[src/hdl/lrt_pkg.sv]
package lrt_pkg;

   // Occupancy and capacity fields are five bits wide.
   localparam int unsigned CountBits = 5;

   // Per-slot status, set by the top level from the entry count.
   typedef struct packed {
      logic valid;  // slot holds a live entry
      logic rear;   // slot holds the least recently used entry
   } lrt_slot_type;

   // Control handed from one cell to the next one toward the rear.
   typedef struct packed {
      logic seen;   // a match was found in this cell or in one nearer the front
      logic valid;  // this cell holds a live entry
      logic drop;   // this cell's entry is evicted and must not move on
   } lrt_link_type;

endpackage

[src/hdl/lrt_cell.sv]
module lrt_cell #(
   parameter int unsigned INDEX_BITS = 32
) (
   input  logic                    clock,
   input  logic                    access,
   input  logic                    evict,
   input  logic [INDEX_BITS-1:0]   lookup,
   input  lrt_pkg::lrt_slot_type   slot,
   input  lrt_pkg::lrt_link_type   link_prev,
   input  logic [INDEX_BITS-1:0]   entry_prev,
   output lrt_pkg::lrt_link_type   link_next,
   output logic [INDEX_BITS-1:0]   entry,
   output logic [INDEX_BITS-1:0]   rear_entry
);

   logic [INDEX_BITS-1:0] entry_ff;
   logic [INDEX_BITS-1:0] entry_in;
   logic                  match;
   logic                  shift;

   assign match = slot.valid && (entry_ff == lookup);

   // On an access, take the neighbor's entry unless a match sits nearer the front,
   // the neighbor holds no live entry or the neighbor is the one being evicted.
   assign shift = access && !link_prev.seen && link_prev.valid && !link_prev.drop;

   always_comb begin
      entry_in = shift ? entry_prev : entry_ff;
   end

   always_ff @(posedge clock) begin
      entry_ff <= entry_in;
   end

   assign link_next.seen  = link_prev.seen | match;
   assign link_next.valid = slot.valid;
   assign link_next.drop  = evict & slot.rear;

   assign entry      = entry_ff;
   assign rear_entry = slot.rear ? entry_ff : '0;

endmodule

[src/hdl/lru_replacement_tracker_core.sv]
// LRU replacement tracker.
// Keeps up to "capacity" block indices ordered from most to least recently
// used, in a row of cells, one entry per cell.
// Request channel: present req_block_index with start high while busy is
// low; the request is taken at that clock edge. One request per cycle.
// Response channel: in the cycle after each request, rsp_valid is high for one
// cycle with rsp_hit, rsp_evicted, rsp_evicted_index and rsp_occupancy.
// Throughput is one request per cycle while busy is low: every cell compares
// its entry with the lookup in parallel and shifts from its neighbor in the
// same cycle, so the match chain down the row sets the cycle time.
// The response is never held off; it must be taken in the cycle it is shown.
// Configuration: write capacity on csr_data with csr_valid; csr_ready is
// always high. A capacity of zero acts as one, above DEPTH as DEPTH.
// Reset (synchronous, active high) empties the list, sets capacity to 16
// and holds busy high until the cycle after reset is released.
module lru_replacement_tracker_core #(
   parameter int unsigned DEPTH      = 16,
   parameter int unsigned INDEX_BITS = 32
) (
   input  logic                             clock,
   input  logic                             reset,
   input  logic                             start,
   output logic                             busy,
   input  logic [INDEX_BITS-1:0]            req_block_index,
   output logic                             rsp_valid,
   output logic                             rsp_hit,
   output logic                             rsp_evicted,
   output logic [INDEX_BITS-1:0]            rsp_evicted_index,
   output logic [lrt_pkg::CountBits-1:0]    rsp_occupancy,
   input  logic                             csr_valid,
   output logic                             csr_ready,
   input  logic [lrt_pkg::CountBits-1:0]    csr_data
);

   localparam int unsigned CNT_W = $clog2(DEPTH + 1);
   localparam int unsigned CMP_W =
      ((CNT_W > lrt_pkg::CountBits) ? CNT_W : lrt_pkg::CountBits) + 1;

   // Control state
   logic                          busy_ff;
   logic [lrt_pkg::CountBits-1:0] capacity_ff;
   logic [CNT_W-1:0]              count_ff;
   logic [CNT_W-1:0]              count_in;
   logic                          rsp_valid_ff;

   // Response payload
   logic                          hit_ff;
   logic                          evicted_ff;
   logic [INDEX_BITS-1:0]         evicted_index_ff;
   logic [INDEX_BITS-1:0]         evicted_index_in;
   logic [lrt_pkg::CountBits-1:0] occupancy_ff;
   logic [lrt_pkg::CountBits-1:0] occupancy_in;

   logic                          access;
   logic                          hit;
   logic                          evict;
   logic [CMP_W-1:0]              cap_raw;
   logic [CMP_W-1:0]              cap_eff;
   logic [CMP_W-1:0]              occ_wide;
   logic [INDEX_BITS-1:0]         rear_or;

   lrt_pkg::lrt_slot_type         slot       [0:DEPTH-1];
   lrt_pkg::lrt_link_type         link       [0:DEPTH-1];
   logic [INDEX_BITS-1:0]         entry      [0:DEPTH-1];
   logic [INDEX_BITS-1:0]         rear_entry [0:DEPTH-1];
   lrt_pkg::lrt_link_type         link_head;

   assign access    = start && !busy_ff;
   assign csr_ready = 1'b1;

   // Cell zero takes the lookup itself, as if from a live neighbor.
   assign link_head.seen  = 1'b0;
   assign link_head.valid = 1'b1;
   assign link_head.drop  = 1'b0;

   // Clamp the capacity to 1..DEPTH.
   always_comb begin
      cap_raw = CMP_W'(capacity_ff);
      if (cap_raw == '0) begin
         cap_eff = CMP_W'(1);
      end else if (cap_raw > CMP_W'(DEPTH)) begin
         cap_eff = CMP_W'(DEPTH);
      end else begin
         cap_eff = cap_raw;
      end
   end

   genvar g;
   generate
      for (g = 0; g < DEPTH; g++) begin : g_cell
         assign slot[g].valid = count_ff > CNT_W'(g);
         assign slot[g].rear  = count_ff == CNT_W'(g + 1);

         if (g == 0) begin : g_head
            lrt_cell #(
               .INDEX_BITS (INDEX_BITS)
            ) u_cell (
               .clock      (clock),
               .access     (access),
               .evict      (evict),
               .lookup     (req_block_index),
               .slot       (slot[g]),
               .link_prev  (link_head),
               .entry_prev (req_block_index),
               .link_next  (link[g]),
               .entry      (entry[g]),
               .rear_entry (rear_entry[g])
            );
         end else begin : g_body
            lrt_cell #(
               .INDEX_BITS (INDEX_BITS)
            ) u_cell (
               .clock      (clock),
               .access     (access),
               .evict      (evict),
               .lookup     (req_block_index),
               .slot       (slot[g]),
               .link_prev  (link[g-1]),
               .entry_prev (entry[g-1]),
               .link_next  (link[g]),
               .entry      (entry[g]),
               .rear_entry (rear_entry[g])
            );
         end
      end
   endgenerate

   // The match chain ends at the last cell.
   assign hit   = link[DEPTH-1].seen;
   assign evict = !hit && (CMP_W'(count_ff) >= cap_eff);

   // Only the rear cell drives a nonzero rear entry.
   always_comb begin
      rear_or = '0;
      for (int i = 0; i < DEPTH; i++) begin
         rear_or = rear_or | rear_entry[i];
      end
   end

   always_comb begin
      priority if (hit || evict) begin
         count_in = count_ff;
      end else begin
         count_in = CNT_W'(count_ff + 1'b1);
      end
      evicted_index_in = evict ? rear_or : '0;
      occ_wide         = CMP_W'(count_in);
      occupancy_in     = occ_wide[lrt_pkg::CountBits-1:0];
   end

   always_ff @(posedge clock) begin
      if (reset) begin
         busy_ff      <= 1'b1;
         capacity_ff  <= lrt_pkg::CountBits'(16);
         count_ff     <= '0;
         rsp_valid_ff <= 1'b0;
      end else begin
         busy_ff      <= 1'b0;
         rsp_valid_ff <= access;
         if (csr_valid && csr_ready) begin
            capacity_ff <= csr_data;
         end
         if (access) begin
            count_ff <= count_in;
         end
      end
   end

   // Hold the response payload for its strobe cycle.
   always_ff @(posedge clock) begin
      if (access) begin
         hit_ff           <= hit;
         evicted_ff       <= evict;
         evicted_index_ff <= evicted_index_in;
         occupancy_ff     <= occupancy_in;
      end
   end

   assign busy              = busy_ff;
   assign rsp_valid         = rsp_valid_ff;
   assign rsp_hit           = hit_ff;
   assign rsp_evicted       = evicted_ff;
   assign rsp_evicted_index = evicted_index_ff;
   assign rsp_occupancy     = occupancy_ff;

   // A request answers in the next cycle.
   a_rsp_follows: assert property (@(posedge clock) disable iff (reset)
      access |=> rsp_valid)
      else $error("response missing after request");

   // A hit never evicts.
   a_hit_no_evict: assert property (@(posedge clock) disable iff (reset)
      rsp_valid |-> !(rsp_hit && rsp_evicted))
      else $error("hit reported together with eviction");

   // No eviction means a zero evicted index.
   a_idle_index: assert property (@(posedge clock) disable iff (reset)
      (rsp_valid && !rsp_evicted) |-> (rsp_evicted_index == '0))
      else $error("evicted index nonzero without eviction");

   // The list never grows past the row of cells.
   a_count_bound: assert property (@(posedge clock) disable iff (reset)
      CMP_W'(count_ff) <= CMP_W'(DEPTH))
      else $error("entry count beyond depth");

   // A plain insertion grows the list by exactly one.
   a_insert_grows: assert property (@(posedge clock) disable iff (reset)
      (access && !hit && !evict) |=> (count_ff == CNT_W'($past(count_ff) + 1'b1)))
      else $error("insertion did not grow the list by one");

endmodule
[config.mk]
export PLATFORM = sky130hd
export DESIGN_NAME = lru_replacement_tracker_core
export DESIGN_NICKNAME = d
export VERILOG_FILES = /design/src/hdl/lrt_pkg.sv /design/src/hdl/lrt_cell.sv /design/src/hdl/lru_replacement_tracker_core.sv
export SDC_FILE = /design/constraint.sdc
export NUM_CORES = 1
export LEC_CHECK = 0
export ABC_CLOCK_PERIOD_IN_PS = 9000
export BUFFER_PORTS_ARGS = -buffer_cell sky130_fd_sc_hd__buf_2
export CAP_MARGIN = 0
export CORE_MARGIN = 2
export CORE_UTILIZATION = 44
export DETAILED_ROUTE_END_ITERATION = 6
export HOLD_SLACK_MARGIN = 0.1
export MAX_ROUTING_LAYER = met4
export PLACE_DENSITY = 0.67
export SLEW_MARGIN = 20
export SYNTH_ARGS = -nofsm -noshare
export SYNTH_HDL_FRONTEND = slang
export SYNTH_HIERARCHICAL = 1
export SYNTH_SLANG_ARGS = --single-unit
[constraint.sdc]
create_clock -name clock -period 9 [get_ports clock]
set_input_delay 0.45 -clock clock [delete_from_list [all_inputs] [get_ports clock]]
set_output_delay 0.45 -clock clock [all_outputs]
set_load 0.02 [all_outputs]
==> impl_metrics.toml <==
[run_status]
outcome = "finished, final reports clean"

[global_routing]
track_usage = 0.271
first_global_vias = 18300
grt_max_degree = 35
grt_overflow = 0
grt_first_pass_wirelength_mm = 128
antenna_found_initial = 7

[detailed_routing]
drc = 0
avgViaCountPerCell = 5.83
firstDrtPassIters = 5
via_count = 18800
antenna_left = 0
avgRoutedWirePerCell_um = 27.7
totalWireLength_mm = 89.2
drt_iter0_drc = 2206

[placed_design]
dp_slack_ns = 1.56
io_buffer_count = 81
hpwlAfterDp_mm = 62.2
dpl_cell_area_sq_um = 30100
gp_congestion = 0.929

[final_layout]
multi_input_area_sq_um = 11400
nets = 2376
fill_cells = 5479
syn2layout_area_growth_pct = 13.7
design_area_sq_um = 32200
register_area_sq_um = 16800
final_layout_size_suffix_gt1_frac = 0.116
fin_util = 0.508

[setup_path]
end_kind = "flop"
path_class = "flop to flop"
start_kind = "flop"
cp.arrival_ns = 7.66
cp_max_fo = 32
cp.required_ns = 9.34

[sta]
fin_skew_ns = 0.0585
finalCritPeriodShare = 0.813
fin_setup_tns_ns = 0
maxSlewViolCount = 0
setup_viol = 0
hold_viol = 0
fmax_ghz = 0.137
slew_headroom = 0.168
whs_ns = 0.133
timing.final.crit_period_ns = 7.32
rsz0062_at_grt = "false"
setup_ws_ns = 1.68
tightest_slew_ns = 1.24

[floorplan]
ios = 83
die_area_sq_um = 66300
core_sq_um = 63300
die_w_um = 258
die_h_um = 258
rows = 92
start_util = 0.447

[cts]
cts_buffers = 61
clk_latency_ns = 0.65
cts_resized = 0
postCtsHoldBufs = 6
cts_buffer_depth = 3
clockRootBuffer = "clkbuf_16"
clk_pin_slew_ns = 0.06
post_cts_buffers = 0
htree_levels = 2
clock_sinks = 563
cts_tree = "yes"

[power_and_ir_drop]
p_leak_nw = 10.6
p_seq_frac = 0.502
p_clk_frac = 0.435
powerDensity_nw_per_um2 = 180
p_comb_frac = 0.063
irDropWorstVdd_mv = 0.152
power.switching_mw = 1.34
switching_share = 0.231
internal-power_mw = 4.45

[synth]
syn_avg_cell_area_sq_um = 12.9
synth_cells = 2199
synth_area_sq_um = 28300
ys_warn_count = 6

[hold_path]
hold_path.class = "primary input to flop"

[flow_run]
max_cap_violations = 0
[worst max-delay path, cell delays in order, from the launching register on]
cell and delay [ns]:
dfxtp_1 0.68, inv_1 0.28, ha_1 0.31, o21ai_0 0.43, and3_1 0.24, a31o_1 0.24
a31o_1 0.20, a31o_1 0.20, a31o_1 0.20, a31o_1 0.20, a31o_1 0.21, a31o_1 0.21
a31o_1 0.20, a31o_1 0.20, a31o_1 0.19, a31o_1 0.19, a31o_1 0.19, a31o_1 0.19
a31o_1 0.19, a31o_1 0.32, nand2b_1 0.20, o22ai_4 0.22, and2_1 0.27, nor4bb_4 0.94
buf_12 0.27
[per-stage QoR]
step                      power, mW  instances
final                          5.78       3224
after global routing           5.93       3223
after CTS                      5.81       3220
after detailed placement       3.31       3102
after global placement         3.30       3102
after floorplan                3.16       2202
[area by class of cell]
cell class | instances | share of cell area
Sequential cell | 563 | 0.522
Timing Repair Buffer | 134 | 0.0266
Inverter | 9 | 0.00105
Multi-Input combinational cell | 1556 | 0.355
Clock inverter | 37 | 0.0113
Tap cell | 846 | 0.0329
Antenna cell | 4 | 0.000311
Clock buffer | 75 | 0.0506
[power groups by stage]
stage          Clock (mW)  Sequential (mW)  Combinational, mW
2_1_floorplan           0             2.96              0.199
6_report             2.52             2.90              0.363
4_1_cts              2.55             2.90              0.358
3_3_place_gp            0             2.96              0.349
3_5_place_dp            0             2.96              0.354
5_1_grt              2.64             2.90              0.383
[flip-flops by register name, indices dropped and copies added, names as in the netlist]
| name | count |
|---|---|
| rsp_occupancy | 5 |
| rsp_evicted | 1 |
| rsp_hit | 1 |
| rsp_valid | 1 |
| g_cell.g_body.u_cell/entry | 480 |
| g_cell.g_head.u_cell/entry | 32 |
| rsp_evicted_index | 32 |
| count_ff | 5 |
| capacity_ff | 5 |
| busy | 1 |
[path summary, 6_finish.rpt]
path / startpoint / to / slack [ns] / cells past startpoint
setup / recovery: count_ff[1] / g_cell[3].g_body.u_cell/entry[28] / 1.68 / 24
hold / removal: csr_valid / capacity_ff[4] / 0.13 / 2
setup reg to reg: count_ff[1] / g_cell[3].g_body.u_cell/entry[28] / 1.68 / 24
hold reg to reg: g_cell[11].g_body.u_cell/entry[10] / g_cell[12].g_body.u_cell/entry[10] / 0.46 / 0
[metal layers]
metal  GRT usage  part of all wire  routed length, um
met1       0.383              0.43              38100
met2       0.410              0.46              40600
met3      0.0429             0.092               8240
met4      0.0695             0.025               2240
met5           -                 0                  0
[cells in the final DEF (no fill, tap or decap), types with 4 or more instances in the layout]
cell           count
inv_1              9
and3_1            19
clkinvlp_4         7
nand4_1          128
nor3_1            22
clkbuf_8           5
buf_4             44
xnor2_1          452
nand3_1           18
clkinv_1           9
bufinv_16          5
o21ai_0           10
nor2_1            20
clkinv_2          11
and2_2            16
ha_1              10
diode_2            4
edfxtp_1         551
dlygate4sd3_1      6
conb_1             5
mux2i_1            5
clkbuf_1           9
and2_1           547
a21oi_1            4
nor4bb_4          16
a31o_1            17
nor4_2             4
nor4_1           158
nand2_1           14
dfxtp_1           12
xor2_1            64
clkbuf_16         61
nor3_2             5
buf_2             81
No activity file was read; power rests on OpenSTA's default activity.
